### src/rtl/core/http_chunked_body_decoder_assert.svh
// Assertion macros used by the chunked body decoder RTL.
`ifndef HTTP_CHUNKED_BODY_DECODER_ASSERT_SVH
`define HTTP_CHUNKED_BODY_DECODER_ASSERT_SVH

`ifndef NO_ASSERTIONS

// Property that must hold at every clock edge out of reset.
`define HCBD_ASSERT(name, clk, rstn, prop, msg) \
  name: assert property (@(posedge clk) disable iff (!rstn) (prop)) else $error(msg);

// Property whose consequent must hold in the cycle after the antecedent.
`define HCBD_ASSERT_NEXT(name, clk, rstn, ante, cons, msg) \
  name: assert property (@(posedge clk) disable iff (!rstn) (ante) |=> (cons)) else $error(msg);

`else

`define HCBD_ASSERT(name, clk, rstn, prop, msg)
`define HCBD_ASSERT_NEXT(name, clk, rstn, ante, cons, msg)

`endif

`endif

### src/rtl/core/hcbd_pkg.sv
// ----------------------------------------------------------------------------
// hcbd_pkg
// Types, character codes and byte classification for the chunked body decoder.
// ----------------------------------------------------------------------------
`default_nettype none

package hcbd_pkg;

  localparam logic [7:0] CH_TAB    = 8'h09;
  localparam logic [7:0] CH_LF     = 8'h0A;
  localparam logic [7:0] CH_CR     = 8'h0D;
  localparam logic [7:0] CH_SP     = 8'h20;
  localparam logic [7:0] CH_QUOTE  = 8'h22;
  localparam logic [7:0] CH_COLON  = 8'h3A;
  localparam logic [7:0] CH_SEMI   = 8'h3B;
  localparam logic [7:0] CH_EQUAL  = 8'h3D;
  localparam logic [7:0] CH_BSLASH = 8'h5C;
  localparam logic [7:0] CH_GRAVE  = 8'h60;

  localparam logic [7:0] HEX_LOWER_OFS = 8'd87;
  localparam logic [7:0] HEX_UPPER_OFS = 8'd55;
  localparam logic [7:0] HEX_DIGIT_OFS = 8'd48;

  localparam logic [1:0] ST_RUN   = 2'd0;
  localparam logic [1:0] ST_DONE  = 2'd1;
  localparam logic [1:0] ST_ERROR = 2'd2;

  // Decoder phases. Trailer phases stand for the state after the last chunk.
  typedef enum logic [19:0] {
    PH_SIZE_FIRST  = 20'h00001,
    PH_SIZE_MORE   = 20'h00002,
    PH_EXT_FIRST   = 20'h00004,
    PH_EXT_NAME    = 20'h00008,
    PH_VAL_FIRST   = 20'h00010,
    PH_VAL_TOKEN   = 20'h00020,
    PH_QUOTED      = 20'h00040,
    PH_QPAIR       = 20'h00080,
    PH_AFTER_QUOTE = 20'h00100,
    PH_HDR_LF      = 20'h00200,
    PH_DATA        = 20'h00400,
    PH_DATA_CR     = 20'h00800,
    PH_DATA_LF     = 20'h01000,
    PT_LINE_START  = 20'h02000,
    PT_NAME        = 20'h04000,
    PT_VALUE       = 20'h08000,
    PT_LF          = 20'h10000,
    PT_END_LF      = 20'h20000,
    PH_DONE        = 20'h40000,
    PH_ERROR       = 20'h80000
  } phase_e;

  // One classified input byte as it travels through the queue.
  typedef struct packed {
    logic [7:0] ch;
    logic       is_hex;
    logic [3:0] hex_val;
    logic       tchar;
    logic       qdtext;
    logic       text;
    logic       cr;
    logic       lf;
    logic       semi;
    logic       equal;
    logic       quote;
    logic       bslash;
    logic       colon;
  } class_t;

  typedef struct packed {
    logic full;
    logic empty;
  } qstat_t;

  localparam int unsigned QDEPTH = 2;
  localparam int unsigned QPTR_W = $clog2(QDEPTH);

  function automatic logic is_tchar(input logic [7:0] c);
    logic r;
    r = ((c >= "a") && (c <= "z")) || ((c >= "A") && (c <= "Z")) ||
        ((c >= "0") && (c <= "9"));
    case (c)
      "!", "#", "$", "%", "&", "'", "*", "+", "-", ".", "^", "_", CH_GRAVE, "|", "~":
        r = 1'b1;
      default: ;
    endcase
    return r;
  endfunction

  function automatic class_t classify(input logic [7:0] c);
    class_t r;
    logic [7:0] d;
    d = 8'd0;
    r.is_hex = 1'b1;
    if ((c >= "a") && (c <= "f")) begin
      d = c - HEX_LOWER_OFS;
    end else if ((c >= "A") && (c <= "F")) begin
      d = c - HEX_UPPER_OFS;
    end else if ((c >= "0") && (c <= "9")) begin
      d = c - HEX_DIGIT_OFS;
    end else begin
      r.is_hex = 1'b0;
    end
    r.ch      = c;
    r.hex_val = d[3:0];
    r.tchar   = is_tchar(c);
    r.qdtext  = (c == CH_TAB) || (c == CH_SP) || (c == 8'h21) ||
                ((c >= 8'h23) && (c <= 8'h5B)) || ((c >= 8'h5D) && (c <= 8'h7E)) ||
                (c >= 8'h80);
    r.text    = (c == CH_TAB) || ((c >= 8'h20) && (c <= 8'h7E)) || (c >= 8'h80);
    r.cr      = (c == CH_CR);
    r.lf      = (c == CH_LF);
    r.semi    = (c == CH_SEMI);
    r.equal   = (c == CH_EQUAL);
    r.quote   = (c == CH_QUOTE);
    r.bslash  = (c == CH_BSLASH);
    r.colon   = (c == CH_COLON);
    return r;
  endfunction

endpackage

`default_nettype wire

### src/rtl/core/http_chunked_body_decoder.sv
// ----------------------------------------------------------------------------
// http_chunked_body_decoder
// HTTP/1.1 chunked transfer decoder: one body byte in, one result out.
//
//   Channel   Direction  Handshake               Payload
//   in        input      in_valid_i / in_stall_o   byte_value_i
//   out       output     out_valid_o / out_stall_i body_valid_o, body_byte_o,
//                                                  status_o, body_total_o
//   cfg       input      cfg_valid_i / cfg_ready_o cfg_data_i (trailer_expected)
//
// One byte per clock sustained while the output is not stalled; a taken byte is
// written into the queue, then the framing state machine pops it and loads the
// output register.
// The framing state machine retires one queued byte per cycle when not stalled.
// Reset clears the phase, chunk size, byte count and queue pointers.
// A stalled output holds its result; the two-entry queue absorbs the stall
// before in_stall_o rises, and in_stall_o falls in the cycle after the output
// stall is released.
// ----------------------------------------------------------------------------
`default_nettype none

`include "http_chunked_body_decoder_assert.svh"

module http_chunked_body_decoder
  import hcbd_pkg::*;
#(
  parameter int unsigned SIZE_BITS  = 31,
  parameter int unsigned COUNT_BITS = 32
) (
  input  wire logic        clk_i,
  input  wire logic        rst_ni,
  input  wire logic        in_valid_i,
  output logic             in_stall_o,
  input  wire logic [7:0]  byte_value_i,
  output logic             out_valid_o,
  input  wire logic        out_stall_i,
  output logic             body_valid_o,
  output logic [7:0]       body_byte_o,
  output logic [1:0]       status_o,
  output logic [31:0]      body_total_o,
  input  wire logic        cfg_valid_i,
  output logic             cfg_ready_o,
  input  wire logic        cfg_data_i
);

  logic   trailer_expected_q;
  logic   push;
  logic   pop;
  class_t push_item;
  class_t pop_item;
  qstat_t q_stat;

  assign cfg_ready_o = 1'b1;

  always_ff @(posedge clk_i or negedge rst_ni) begin
    if (!rst_ni) begin
      trailer_expected_q <= 1'b0;
    end else if (cfg_valid_i && cfg_ready_o) begin
      trailer_expected_q <= cfg_data_i;
    end
  end

  hcbd_front u_front (
    .in_valid_i   (in_valid_i),
    .byte_value_i (byte_value_i),
    .in_stall_o   (in_stall_o),
    .q_stat_i     (q_stat),
    .push_o       (push),
    .push_item_o  (push_item)
  );

  hcbd_queue u_queue (
    .clk_i       (clk_i),
    .rst_ni      (rst_ni),
    .push_i      (push),
    .push_item_i (push_item),
    .pop_i       (pop),
    .pop_item_o  (pop_item),
    .stat_o      (q_stat)
  );

  hcbd_back #(
    .SIZE_BITS  (SIZE_BITS),
    .COUNT_BITS (COUNT_BITS)
  ) u_back (
    .clk_i              (clk_i),
    .rst_ni             (rst_ni),
    .trailer_expected_i (trailer_expected_q),
    .q_stat_i           (q_stat),
    .item_i             (pop_item),
    .pop_o              (pop),
    .out_valid_o        (out_valid_o),
    .out_stall_i        (out_stall_i),
    .body_valid_o       (body_valid_o),
    .body_byte_o        (body_byte_o),
    .status_o           (status_o),
    .body_total_o       (body_total_o)
  );

  `HCBD_ASSERT(a_queue_flags, clk_i, rst_ni, !(q_stat.full && q_stat.empty),
               "queue full and empty")
  `HCBD_ASSERT(a_pop_nonempty, clk_i, rst_ni, !pop || !q_stat.empty,
               "pop from empty queue")
  `HCBD_ASSERT(a_data_in_progress, clk_i, rst_ni,
               !(out_valid_o && body_valid_o) || (status_o == ST_RUN),
               "data byte with final status")
  `HCBD_ASSERT_NEXT(a_error_sticky, clk_i, rst_ni,
                    out_valid_o && !out_stall_i && (status_o == ST_ERROR) && pop,
                    status_o == ST_ERROR, "error status not sticky")

endmodule

`default_nettype wire

### src/rtl/core/hcbd_front.sv
// ----------------------------------------------------------------------------
// hcbd_front
// Accepts raw body bytes and classifies them into character classes.
// ----------------------------------------------------------------------------
`default_nettype none

module hcbd_front
  import hcbd_pkg::*;
(
  input  wire logic       in_valid_i,
  input  wire logic [7:0] byte_value_i,
  output logic            in_stall_o,
  input  wire qstat_t     q_stat_i,
  output logic            push_o,
  output class_t          push_item_o
);

  assign in_stall_o  = q_stat_i.full;
  assign push_o      = in_valid_i && !q_stat_i.full;
  assign push_item_o = classify(byte_value_i);

endmodule

`default_nettype wire

### src/rtl/core/hcbd_queue.sv
// ----------------------------------------------------------------------------
// hcbd_queue
// Short queue of classified bytes between the front and back parts.
// ----------------------------------------------------------------------------
`default_nettype none

module hcbd_queue
  import hcbd_pkg::*;
(
  input  wire logic   clk_i,
  input  wire logic   rst_ni,
  input  wire logic   push_i,
  input  wire class_t push_item_i,
  input  wire logic   pop_i,
  output class_t      pop_item_o,
  output qstat_t      stat_o
);

  class_t                  mem_q [QDEPTH];
  logic [QPTR_W-1:0]       wr_q, wr_d, rd_q, rd_d;
  logic [QPTR_W:0]         cnt_q, cnt_d;

  always_comb begin
    wr_d  = wr_q;
    rd_d  = rd_q;
    cnt_d = cnt_q;
    if (push_i) begin
      wr_d = (wr_q == QPTR_W'(QDEPTH - 1)) ? '0 : wr_q + 1'b1;
    end
    if (pop_i) begin
      rd_d = (rd_q == QPTR_W'(QDEPTH - 1)) ? '0 : rd_q + 1'b1;
    end
    if (push_i && !pop_i) begin
      cnt_d = cnt_q + 1'b1;
    end else if (pop_i && !push_i) begin
      cnt_d = cnt_q - 1'b1;
    end
  end

  always_ff @(posedge clk_i or negedge rst_ni) begin
    if (!rst_ni) begin
      wr_q  <= '0;
      rd_q  <= '0;
      cnt_q <= '0;
    end else begin
      wr_q  <= wr_d;
      rd_q  <= rd_d;
      cnt_q <= cnt_d;
    end
  end

  always_ff @(posedge clk_i) begin
    if (push_i) begin
      mem_q[wr_q] <= push_item_i;
    end
  end

  assign pop_item_o   = mem_q[rd_q];
  assign stat_o.full  = (cnt_q == (QPTR_W+1)'(QDEPTH));
  assign stat_o.empty = (cnt_q == '0);

endmodule

`default_nettype wire

### src/rtl/core/hcbd_back.sv
// ----------------------------------------------------------------------------
// hcbd_back
// Chunk framing state machine, data pass-through and the output register.
// ----------------------------------------------------------------------------
`default_nettype none

module hcbd_back
  import hcbd_pkg::*;
#(
  parameter int unsigned SIZE_BITS  = 31,
  parameter int unsigned COUNT_BITS = 32
) (
  input  wire logic        clk_i,
  input  wire logic        rst_ni,
  input  wire logic        trailer_expected_i,
  input  wire qstat_t      q_stat_i,
  input  wire class_t      item_i,
  output logic             pop_o,
  output logic             out_valid_o,
  input  wire logic        out_stall_i,
  output logic             body_valid_o,
  output logic [7:0]       body_byte_o,
  output logic [1:0]       status_o,
  output logic [31:0]      body_total_o
);

  phase_e                  state_q, state_d;
  logic [SIZE_BITS-1:0]    rem_q, rem_d;
  logic [COUNT_BITS-1:0]   cnt_q, cnt_d;
  logic                    out_valid_q;
  logic                    body_valid_q;
  logic [7:0]              body_byte_q;
  logic [1:0]              status_q;
  logic [31:0]             total_q;
  logic                    data_vld;
  logic [1:0]              status_d;
  logic [31:0]             total_d;
  logic                    size_ovf;
  logic [SIZE_BITS-1:0]    size_shift;

  assign pop_o = !q_stat_i.empty && (!out_valid_q || !out_stall_i);

  assign size_ovf   = |rem_q[SIZE_BITS-1:SIZE_BITS-4];
  assign size_shift = {rem_q[SIZE_BITS-5:0], item_i.hex_val};

  always_comb begin
    state_d  = state_q;
    rem_d    = rem_q;
    cnt_d    = cnt_q;
    data_vld = 1'b0;
    if (pop_o) begin
      case (state_q)
        PH_SIZE_FIRST: begin
          if (!item_i.is_hex || size_ovf) begin
            state_d = PH_ERROR;
          end else begin
            rem_d   = size_shift;
            state_d = PH_SIZE_MORE;
          end
        end
        PH_SIZE_MORE: begin
          if (item_i.is_hex) begin
            if (size_ovf) begin
              state_d = PH_ERROR;
            end else begin
              rem_d = size_shift;
            end
          end else if (item_i.semi) begin
            state_d = PH_EXT_FIRST;
          end else if (item_i.cr) begin
            state_d = PH_HDR_LF;
          end else begin
            state_d = PH_ERROR;
          end
        end
        PH_EXT_FIRST: begin
          state_d = item_i.tchar ? PH_EXT_NAME : PH_ERROR;
        end
        PH_EXT_NAME, PH_VAL_TOKEN: begin
          if (item_i.equal && (state_q == PH_EXT_NAME)) begin
            state_d = PH_VAL_FIRST;
          end else if (item_i.tchar) begin
            state_d = state_q;
          end else if (item_i.semi) begin
            state_d = PH_EXT_FIRST;
          end else if (item_i.cr) begin
            state_d = PH_HDR_LF;
          end else begin
            state_d = PH_ERROR;
          end
        end
        PH_VAL_FIRST: begin
          if (item_i.quote) begin
            state_d = PH_QUOTED;
          end else begin
            state_d = item_i.tchar ? PH_VAL_TOKEN : PH_ERROR;
          end
        end
        PH_QUOTED: begin
          if (item_i.quote) begin
            state_d = PH_AFTER_QUOTE;
          end else if (item_i.bslash) begin
            state_d = PH_QPAIR;
          end else if (!item_i.qdtext) begin
            state_d = PH_ERROR;
          end
        end
        PH_QPAIR: begin
          state_d = item_i.text ? PH_QUOTED : PH_ERROR;
        end
        PH_AFTER_QUOTE: begin
          if (item_i.semi) begin
            state_d = PH_EXT_FIRST;
          end else if (item_i.cr) begin
            state_d = PH_HDR_LF;
          end else begin
            state_d = PH_ERROR;
          end
        end
        PH_HDR_LF: begin
          if (!item_i.lf) begin
            state_d = PH_ERROR;
          end else if (rem_q != '0) begin
            state_d = PH_DATA;
          end else begin
            state_d = PT_LINE_START;
          end
        end
        PH_DATA: begin
          data_vld = 1'b1;
          if (!(&cnt_q)) begin
            cnt_d = cnt_q + 1'b1;
          end
          rem_d = rem_q - 1'b1;
          if (rem_q == SIZE_BITS'(1)) begin
            state_d = PH_DATA_CR;
          end
        end
        PH_DATA_CR: begin
          state_d = item_i.cr ? PH_DATA_LF : PH_ERROR;
        end
        PH_DATA_LF: begin
          state_d = item_i.lf ? PH_SIZE_FIRST : PH_ERROR;
        end
        PT_LINE_START: begin
          // The register is sampled at the start of every line after the last chunk.
          if (item_i.cr) begin
            state_d = PT_END_LF;
          end else if (trailer_expected_i && item_i.tchar) begin
            state_d = PT_NAME;
          end else begin
            state_d = PH_ERROR;
          end
        end
        PT_NAME: begin
          if (item_i.colon) begin
            state_d = PT_VALUE;
          end else if (!item_i.tchar) begin
            state_d = PH_ERROR;
          end
        end
        PT_VALUE: begin
          if (item_i.cr) begin
            state_d = PT_LF;
          end else if (!item_i.text) begin
            state_d = PH_ERROR;
          end
        end
        PT_LF: begin
          state_d = item_i.lf ? PT_LINE_START : PH_ERROR;
        end
        PT_END_LF: begin
          state_d = item_i.lf ? PH_DONE : PH_ERROR;
        end
        PH_DONE: begin
          state_d = PH_DONE;
        end
        PH_ERROR: begin
          state_d = PH_ERROR;
        end
        default: begin
          state_d = PH_ERROR;
        end
      endcase
    end
  end

  always_comb begin
    status_d = ST_RUN;
    if (state_d == PH_DONE) begin
      status_d = ST_DONE;
    end else if (state_d == PH_ERROR) begin
      status_d = ST_ERROR;
    end
  end

  if (COUNT_BITS > 32) begin : g_total_sat
    assign total_d = (|cnt_d[COUNT_BITS-1:32]) ? '1 : cnt_d[31:0];
  end else if (COUNT_BITS == 32) begin : g_total_eq
    assign total_d = cnt_d;
  end else begin : g_total_ext
    assign total_d = {{(32-COUNT_BITS){1'b0}}, cnt_d};
  end

  always_ff @(posedge clk_i or negedge rst_ni) begin
    if (!rst_ni) begin
      state_q     <= PH_SIZE_FIRST;
      rem_q       <= '0;
      cnt_q       <= '0;
      out_valid_q <= 1'b0;
    end else begin
      state_q <= state_d;
      rem_q   <= rem_d;
      cnt_q   <= cnt_d;
      if (pop_o) begin
        out_valid_q <= 1'b1;
      end else if (!out_stall_i) begin
        out_valid_q <= 1'b0;
      end
    end
  end

  always_ff @(posedge clk_i) begin
    if (pop_o) begin
      body_valid_q <= data_vld;
      body_byte_q  <= data_vld ? item_i.ch : 8'd0;
      status_q     <= status_d;
      total_q      <= total_d;
    end
  end

  assign out_valid_o  = out_valid_q;
  assign body_valid_o = body_valid_q;
  assign body_byte_o  = body_byte_q;
  assign status_o     = status_q;
  assign body_total_o = total_q;

endmodule

`default_nettype wire
### config.mk
export PLATFORM = sky130hd
export DESIGN_NAME = http_chunked_body_decoder
export DESIGN_NICKNAME = d
export VERILOG_FILES = /design/src/rtl/core/hcbd_pkg.sv /design/src/rtl/core/http_chunked_body_decoder.sv /design/src/rtl/core/hcbd_front.sv /design/src/rtl/core/hcbd_queue.sv /design/src/rtl/core/hcbd_back.sv
export VERILOG_INCLUDE_DIRS = /design/src /design/src/rtl/core
export SDC_FILE = /design/constraint.sdc
export NUM_CORES = 1
export LEC_CHECK = 0
export BUFFER_PORTS_ARGS = -buffer_cell sky130_fd_sc_hd__buf_2
export CAP_MARGIN = 15
export CORE_ASPECT_RATIO = 1.75
export CORE_MARGIN = 4
export CORE_UTILIZATION = 61
export DETAILED_ROUTE_END_ITERATION = 10
export PLACE_DENSITY = 0.78
export SYNTH_ARGS = -nofsm -noshare
export SYNTH_HDL_FRONTEND = slang
export SYNTH_SLANG_ARGS = --single-unit
### constraint.sdc
create_clock -name clk_i -period 5.14 [get_ports clk_i]
set_clock_uncertainty 0.2 [all_clocks]
set_input_delay 0.257 -clock clk_i [delete_from_list [all_inputs] [get_ports clk_i]]
set_output_delay 0.257 -clock clk_i [all_outputs]
set_load 0.01 [all_outputs]
# After elaboration in Yosys (flattened, before gate mapping)
# Memory sizes are Yosys's and may differ from the RTL's.
# Cells that the tools add are included.
# classes
n_addsub,9
magnitude_cmp,14
n_eq_ne,51
n_mux,54
n_reduce_logical,41
# op_table
op,n
2-to-1 mux 20 bit,27
one-hot mux 20 bit (18 select lines),1
"equality test 8 x 6 -> 1 bit, second input constant",15
2-to-1 mux 32 bit,3
2-to-1 mux 31 bit,3
one-hot mux 31 bit (3 select lines),1
"equality test 8 x 7 -> 1 bit, second input constant",6
"<= comparator 8 x 7 -> 1 bit, second input constant",6
"equality test 20 x 19 -> 1 bit, second input constant",2
"adder 32 x 1 -> 32 bit, second input constant",1
AND reduction 32 bit,1
"equality test 31 x 1 -> 1 bit, second input constant",1
nonzero test 31 bit,1
"subtractor 31 x 1 -> 31 bit, second input constant",1
"equality test 8 x 4 -> 1 bit, second input constant",3
"greater-or-equal comparator 8 x 6 -> 1 bit, second input constant",3
"greater-or-equal comparator 8 x 7 -> 1 bit, second input constant",3
"equality test 20 x 1 -> 1 bit, second input constant",1
"equality test 20 x 10 -> 1 bit, second input constant",1
"equality test 20 x 11 -> 1 bit, second input constant",1
"equality test 20 x 12 -> 1 bit, second input constant",1
"equality test 20 x 13 -> 1 bit, second input constant",1
"equality test 20 x 14 -> 1 bit, second input constant",1
"equality test 20 x 15 -> 1 bit, second input constant",1
36 further kinds,84
# word_totals
reg_bits,132
mem_bits_rw,46
in_bits,14
output_inout_bits,46
word_cells,182
memories,1
# mem_list
memory,words,width,read_ports,rd_clocked_by_memory_dff,write_ports,line_no,rtl
u_queue.mem_q,2,23,1,0,1,hcbd_queue.sv:19,class_t mem_q [QDEPTH];

# Logic depth before layout (Yosys ltp)
# Gate-level depths: netlist of the first run.
# An unclocked memory read counts as a cell.
# depth
depth_word,9
mapped_depth,11
mapped_depth_nobuf,10

# By module
# A second synthesis of the first run with hierarchy kept.
# unflattened
cells_unflattened,896
hier_area_um2,9460.3
# modules_own_cells
module,n_inst,cells_each,area_each_um2,seq_area_each_um2
hcbd_back,1,705,6850.3,3394.5
hcbd_queue,1,88,1949.4,1481.4
hcbd_front,1,99,609.3,0.0
http_chunked_body_decoder,1,4,51.3,25.0

# Worst setup path before layout of the first run
# Ideal clock, no wire load.
# synth_timing
kind,register to register
from,register u_back.rem_q[0]
to,register u_back.rem_q[30]
setup_ns,0.121
arrival_time_ns,3.348
t_required_ns,4.819
slack_ns,1.471
stages_incl_launch_ff,12
path_buffers,1
synth_period_minus_slack_ns,3.669
cell_sequence,dfrtp_1 inv_1 ha_1 or4b_4 or2_2 or4_1 buf_2 or3_4 or3_4 or3_1 o22a_1 o22a_1
# synth_via
elab_chain_len,2
# synth_rtl
element,line_no,rtl
from (decl),hcbd_back.sv:28,"logic [SIZE_BITS-1:0] rem_q, rem_d;"
from (signal assigned),hcbd_back.sv:213,rem_q <= rem_d;
subtractor 31 x 1 -> 31 bit,hcbd_back.sv:134,rem_d = rem_q - 1'b1;
one-hot mux 31 bit (3 select lines),hcbd_back.sv:52,case (state_q)
# No other way between the ends.
# A chain may end at the register's enable or synchronous reset.

# Final worst setup path of the first run
# layout_timing
from,register u_back.state_q[17]
to,register u_back.total_q[9] (netlist: u_back.body_total_o[9]) (data pin)
# layout_via
elab_chain_len,3
# layout_rtl
element,line_no,rtl
from (decl),hcbd_back.sv:27,"phase_e state_q, state_d;"
from (signal assigned),hcbd_back.sv:212,state_q <= state_d;
equality test 20 x 11 -> 1 bit,hcbd_back.sv:52,
2-to-1 mux 32 bit,hcbd_back.sv:52,
2-to-1 mux 32 bit,hcbd_back.sv:51,if (pop_o) begin
via u_back.cnt_d[9],hcbd_back.sv:29,"logic [COUNT_BITS-1:0] cnt_q, cnt_d;"
to (signal assigned),hcbd_back.sv:228,total_q <= total_d;
to (decl),hcbd_back.sv:34,logic [31:0] total_q;
# The timed path passes the listed nets, and every way through them passes these cells.

==> summary.md, run 1 <==
| Metric | Value |
|---|---|
| Fmax | `240.3 MHz` |
| # hold bufs at CTS | `12` |
| Syn Inst Count | `846` |
| Worst min-delay path class | `primary input to register` |
| Slew Limit Headroom | `29.28%` |
| Final Power | `3.972 mW` |
| R2r setup slk | `980 ps` |
| Later-pin clock latency in the skew report | `440 ps` |
| Gpl congestion | `0.9938` |
| NetSw | `1.271 mW` |
| Maximum VDD drop | `415.6 uV` |
| Most common cell after layout, fill and taps aside | `edfxtp_1` |
| Final HPWL DP | `16180 um` |
| RSZ-0062 raised after global routing | `false` |
| Gate power share | `22.3%` |
| Worst-Margin Slew | `1061 ps` |
| Vias | `7111` |
| Final Hold Fails | `0` |
| Die Wd | `99.19 um` |
| Critical hold path startpoint | `byte_value_i[2]` |
| Placed cell count | `1053` |
| Row count | `58` |
| Final ANT Viol Nets | `0` |
| Vias per inst | `6.476` |
| Ys Warns | `0` |
| Post-route minimum period | `4161 ps` |
| Number of clock sinks | `178` |
| Power share of the clock group | `31.2%` |
| Root buf cell | `clkbuf_16` |
| Overflow after GRT | `0` |
| Syn Area/Cell | `10.49 um^2` |
| Max-slew violations | `0` |
| Final nets | `928` |
| Element type at the critical path start | `register` |
| Crit share post-route | `80.95%` |
| Largest net degree at the start of global routing | `62` |
| Worst Path Arrival | `4220 ps` |
| Commonest cells after routing, fill and taps aside | `edfxtp_1, dfrtp_1, nor2_1` |
| Post-synthesis cell type count | `67` |
| Max Cap Viol | `0` |
| WHS | `14.73 ps` |
| DRT Pass-1 Iters | `6` |
| Die height | `167.6 um` |
| Initial cell density of the core | `62.09%` |
| CP Max Fanout | `11` |
| DRT iter0 DRCs | `602` |
| Net Count, Synth | `869` |
| Crit path capture type | `register` |
| CTS max path bufs | `2` |
| Vias in the first global route | `7156` |
| FF+latch area | `4901 um^2` |
| R2R depth | `8` |
| TritonCTS buffer count | `17` |
| CTS tree | `yes` |
| Layout Cells excl Fill | `1098` |
| Setup Buffers After CTS | `0` |
| Post-synth ARST share | `50.00%` |
| Share of layout cells above drive strength 1 | `13.94%` |
| Overall routing resource usage | `27.73%` |
| # fillers | `1107` |
| First-pass GRT wire length | `36400 um` |
| Critical path class | `register to register` |
| WL per Instance | `20.42 um` |
| CORE AREA | `14300 um^2` |
| Final setup violation count | `0` |
| Sequential share of power | `46.5%` |
| DIE AREA | `16620 um^2` |
| Clock Pin Slew Worst Setup and Hold Paths | `80 ps` |
| Multi-input gate area | `3716 um^2` |
| IO buf count | `58` |
| WHS Path Cells | `1` |
| Antenna Cells | `0` |
| WHS Endpoint | `u_queue.mem_q[1][17]` |
| Seq/Total Area, Yosys | `55.22%` |
| R2R Path End | `u_back.body_total_o[9]` |
| WP data required | `5200 ps` |
| Crit path from | `u_back.state_q[17]` |
| # H-tree levels | `4` |
| EDFF count, synth | `89` |
| Status | `complete, no violations` |
| Sw Ratio | `32.00%` |
| Synth Flop Type | `edfxtp_1` |
| Post-Syn Area | `8876 um^2` |
| CTS resizes | `0` |
| Boundary Pins | `60` |
| WL final | `22420 um` |
| Int Pwr | `2.701 mW` |
| Initial antenna violation count | `0` |
| PwrDens | `395.5 nW/um^2` |
| Post-route DRC | `0` |
| FF-to-FF Start | `u_back.state_q[17]` |
| Seq cells post-synth | `178` |
| Setup TNS | `0 ps` |
| Leak pwr | `4.140 nW` |
| Area grow syn2layout | `13.14%` |
==> power groups by stage <==
stage	clock [mW]	sequential, mW	combinational [mW]
5_1_grt	1.32	1.87	0.961
6_report	1.24	1.84	0.887
4_1_cts	1.26	1.85	0.873
2_1_floorplan	0	1.91	0.502
3_3_place_gp	0	1.87	0.856
3_5_place_dp	0	1.88	0.862
==> worst max-delay path, stage by stage (launching register included) <==
cell and delay, ps:
dfrtp_1 490, or4_1 610, nor4_1 620, and3_1 280, nand2_1 290, a41oi_1 640, and3_1 380, nor3b_1 250
xor2_1 230
==> sequential cells by signal, indices dropped and copies added, names as in the netlist, 2 cells and up <==
| register | cells |
|---|---|
| u_back.body_byte_o | 8 |
| u_back.body_total_o | 32 |
| u_back.cnt_q | 32 |
| u_back.rem_q | 31 |
| u_back.state_q | 20 |
| u_back.status_o | 2 |
| u_queue.cnt_q | 2 |
| u_queue.mem_q | 46 |
==> per-layer routing <==
metal  share of wire (%)  global-route usage, %
met3                 4.1                  3.460
met2                  57                  53.45
met4                 4.0                  12.96
met5                   0                      0
met1                  35                  28.91
==> worst max path at each step <==
stage                                  end  depth (start not counted)  slack (ps)
CTS                 u_back.body_total_o[9]                          8        1020
finish              u_back.body_total_o[9]                          8         980
global route        u_back.body_total_o[9]                          8         810
floorplan                 u_back.rem_q[30]                         11        1470
detailed placement  u_back.body_total_o[9]                          8        1040
global placement    u_back.body_total_o[9]                          8        1160
==> layout make-up <==
cell class / count / area share (%)
inverter: 28 / 1.047
clock inverter: 15 / 1.458
clock buffer: 17 / 4.236
tap: 180 / 2.243
sequential: 178 / 48.80
timing repair buffer: 82 / 5.208
multi-input combinational: 598 / 37.00
==> cells in the mapped netlist (17+ instances only) <==
library cell   n  area share (%)
mux2i_1       20             2.3
dfrtp_1       88              25
edfxtp_1      89              30
nor2_1        69             2.9
clkbuf_1      31             1.3
inv_1         28             1.2
xnor2_1       28             2.8
o21ai_0       50             2.8
a21oi_1       53             3.0
nand4_1       17             1.2
and3_1        18             1.3
nand2_1       66             2.8
nand3_1       30             1.7
nor3_1        33             1.9
nor4_1        25             1.8
==> cell families after synthesis <==
family	count (synthesis)	share of synthesized area, %
mux	28	3.270
other cells	1	0.04225
simple gates	331	19.68
xor+xnor	39	3.848
flops	178	55.22
buf+inv	70	3.031
fa+ha+maj	9	1.269
compound gates	190	13.65
==> metrics by stage <==
stage                     cell area, um^2  util [%]  setup slack, ps
after floorplan                      8876         -             1471
after global placement               9323     65.21             1163
after detailed placement             9323     65.21             1040
after CTS                           10010     70.05             1016
after global routing                10040     70.24            814.7
final                               10040     70.24            979.4
(Power assumes the default switching activity.)
==> run 2: changes to the inputs <==
Settings changed: CORE_UTILIZATION 61 to 55, PLACE_DENSITY 0.78 to 0.74.
Clock period 5.14 ns to 3.8 ns, I/O delays scaled along.
==> run 2 against run 1 <==
Net effect:
- combinational power up 41%
- first-iteration DRC count shrank 22%
- global-route usage decreased by 4.2 points
- non-clock buffer count is 26 higher
- maximum frequency grew 15%
- via count shrank 0.72%
- flip-flop and latch count did not move
- critical path depth rose by 2
- sequential share of layout area decreased by 1.3 points
- final cell count is 3.2% higher
- critical endpoint is now u_back.rem_q[26]
- highest routed layer unchanged
==> summary.md, run 2 (synthesized netlist as in run 1, its figures left out) <==
| Metric | Value |
|---|---|
| Worst Path Arrival | `3730 ps (was 4220 ps)` |
| Final setup violation count | `0 (unchanged)` |
| Max Cap Viol | `0 (unchanged)` |
| Leak pwr | `4.282 nW (was 4.140 nW)` |
| Sw Ratio | `32.11% (was 32.00%)` |
| Post-route minimum period | `3618 ps (was 4161 ps)` |
| Critical path class | `register to register (unchanged)` |
| Final nets | `954 (was 928)` |
| Most common cell after layout, fill and taps aside | `edfxtp_1 (unchanged)` |
| Setup TNS | `0 ps (unchanged)` |
| Area grow syn2layout | `16.11% (was 13.14%)` |
| CTS tree | `yes (unchanged)` |
| NetSw | `1.767 mW (was 1.271 mW)` |
| Status | `complete, no violations (unchanged)` |
| Worst-Margin Slew | `1042 ps (was 1061 ps)` |
| Max FFs per register | `46 (unchanged)` |
| Gpl congestion | `0.9208 (was 0.9938)` |
| Slew Limit Headroom | `30.53% (was 29.28%)` |
| Crit share post-route | `95.22% (was 80.95%)` |
| R2R depth | `10 (was 8)` |
| Int Pwr | `3.735 mW (was 2.701 mW)` |
| DRT iter0 DRCs | `467 (was 602)` |
| WL final | `21080 um (was 22420 um)` |
| Clock Pin Slew Worst Setup and Hold Paths | `80 ps (about the same)` |
| Commonest cells after routing, fill and taps aside | `edfxtp_1, dfrtp_1, nor2_1 (unchanged)` |
| CP most frequent cell | `or3_1 (was and3_1)` |
| Fmax | `276.4 MHz (was 240.3 MHz)` |
| Antenna Cells | `0 (unchanged)` |
| Vias in the first global route | `7166 (was 7156)` |
| WP data required | `3920 ps (was 5200 ps)` |
| Final worst-path setup slack | `181.7 ps (was 979.4 ps)` |
| First-pass GRT wire length | `34640 um (was 36400 um)` |
| CTS max path bufs | `2 (unchanged)` |
| Maximum VDD drop | `316.1 uV (was 415.6 uV)` |
| Gate power share | `22.8% (was 22.3%)` |
| Initial cell density of the core | `55.91% (was 62.09%)` |
| Final HPWL DP | `14910 um (was 16180 um)` |
| Share of layout cells above drive strength 1 | `16.53% (was 13.94%)` |
| Post-route DRC | `0 (unchanged)` |
| Initial antenna violation count | `0 (unchanged)` |
| Max-slew violations | `0 (unchanged)` |
| Vias per inst | `6.231 (was 6.476)` |
| Worst min-delay path class | `primary input to asynchronous set/reset pin (was primary input to register)` |
| Worst path cell trace | `inv_1 > ha_4 > or4b_4 > or2_2 > or4_1 > or3_4 > or3_1 > or3_1 > a2bb2oi_1 > o22a_1 (was or4_1 > nor4_1 > and3_1 > nand2_1 > a41oi_1 > and3_1 > nor3b_1 > xor2_1)` |
| Crit path capture type | `register (unchanged)` |
| Number of clock sinks | `178 (unchanged)` |
| Vias | `7060 (was 7111)` |
| Overflow after GRT | `0 (unchanged)` |
| Die Wd | `104.0 um (was 99.19 um)` |
| Top reg by flops | `u_queue.mem_q (unchanged)` |
| Final ANT Viol Nets | `0 (unchanged)` |
| Overall routing resource usage | `23.52% (was 27.73%)` |
| Boundary Pins | `60 (unchanged)` |
| Place WS | `93.38 ps (was 1040 ps)` |
| # H-tree levels | `4 (unchanged)` |
| CP Max Fanout | `5 (was 11)` |
| Largest net degree at the start of global routing | `51 (was 62)` |
| DIE AREA | `18320 um^2 (was 16620 um^2)` |
| Final Hold Fails | `0 (unchanged)` |
| Row count | `61 (was 58)` |
| Sequential share of power | `45.4% (was 46.5%)` |
| IO buf count | `58 (unchanged)` |
| Slowest CP cell | `or4b_4 (was a41oi_1)` |
| # fillers | `1301 (was 1107)` |
| DRT Pass-1 Iters | `5 (was 6)` |
| WL per Instance | `18.61 um (was 20.42 um)` |
| Element type at the critical path start | `register (unchanged)` |
| Power share of the clock group | `31.9% (was 31.2%)` |
| Later-pin clock latency in the skew report | `430 ps (was 440 ps)` |
| RSZ-0062 raised after global routing | `false (unchanged)` |
| Root buf cell | `clkbuf_16 (unchanged)` |
| Die height | `176.1 um (was 167.6 um)` |
| TritonCTS buffer count | `17 (unchanged)` |
| Crit-path max cell delay | `480 ps (was 640 ps)` |
| CORE AREA | `15880 um^2 (was 14300 um^2)` |
| PwrDens | `533.8 nW/um^2 (was 395.5 nW/um^2)` |
[run 2: changes by cell type in the layout (fill, tap and decap cells not counted), moves of 2 or more]
cell	delta
buf_4	+24
inv_8	-2
clkinv_4	-4
buf_12	+2
inv_12	+2
inv_6	+2
clkinv_8	+3
[run 2: worst max-delay path: cells and delay by family (launching register included)]
family | cells | cell delay [ps]
AND/OR/NAND/NOR | 6 | 2280
flip-flops | 1 | 390
AO/OA/AOI/OAI | 2 | 360
adder cells (fa/ha/maj) | 1 | 160
buffers and inverters | 1 | 120
[run 2: power by group through the flow]
stage,Clock [mW],Combinational (mW),Sequential [mW]
6_report,1.75,1.25,2.50
5_1_grt,1.86,1.36,2.53
4_1_cts,1.79,1.25,2.50
3_5_place_dp,0,1.24,2.54
3_3_place_gp,0,1.22,2.53
2_1_floorplan,0,0.679,2.59
[run 2: layout make-up]
type / instances / area [um^2] / area share (%)
multi-input cells: 598 / 3729 / 36.18
clock inverters: 15 / 183.9 / 1.785
clock buffers: 17 / 425.4 / 4.128
well taps: 189 / 236.5 / 2.295
repair buffers: 108 / 725.7 / 7.041
flip-flops and latches: 178 / 4901 / 47.55
inverters: 28 / 105.1 / 1.020
[run 2: path summary, 6_finish.rpt]
| check | endpoint | slack (ps) | start |
|---|---|---|---|
| max | u_back.rem_q[26] | 180 | u_back.rem_q[0] |
| min | u_back.cnt_q[8] | 120 | rst_ni |
| max reg2reg | u_back.rem_q[26] | 180 | u_back.rem_q[0] |
| min reg2reg | u_back.cnt_q[13] | 290 | u_back.cnt_q[13] |
| max in group asynchronous | u_back.rem_q[14] | 2500 | rst_ni |
| min in group clk_i | u_back.cnt_q[13] | 290 | u_back.cnt_q[13] |
[run 2: metal layers]
metal	wire length, um	track usage (%)
met1	7857	25.38
met2	11420	43.24
met3	829	4.061
met4	975	13.26
met5	0	0
[run 2: what timing repair did]
item / CTS / global route
buffers inserted: 0 / 1
endpoints found under the setup margin: 0 / 2
resized for setup: 0 / 3
endpoints found under the hold margin: 70 / 0
hold buffers: 13 / 0
[run 2: through the flow]
stage | area, um^2 | std cells | hold slack, ps | utilization (%) | power, mW
2_1_floorplan | 8876 | 846 | -305.6 | - | 3.265
3_3_place_gp | 9547 | 1087 | 76.58 | 60.14 | 3.752
3_5_place_dp | 9547 | 1087 | 63.88 | 60.14 | 3.776
4_1_cts | 10290 | 1132 | 161.8 | 64.79 | 5.543
5_1_grt | 10310 | 1133 | 189.2 | 64.92 | 5.755
6_report | 10310 | 1133 | 124.1 | 64.92 | 5.502
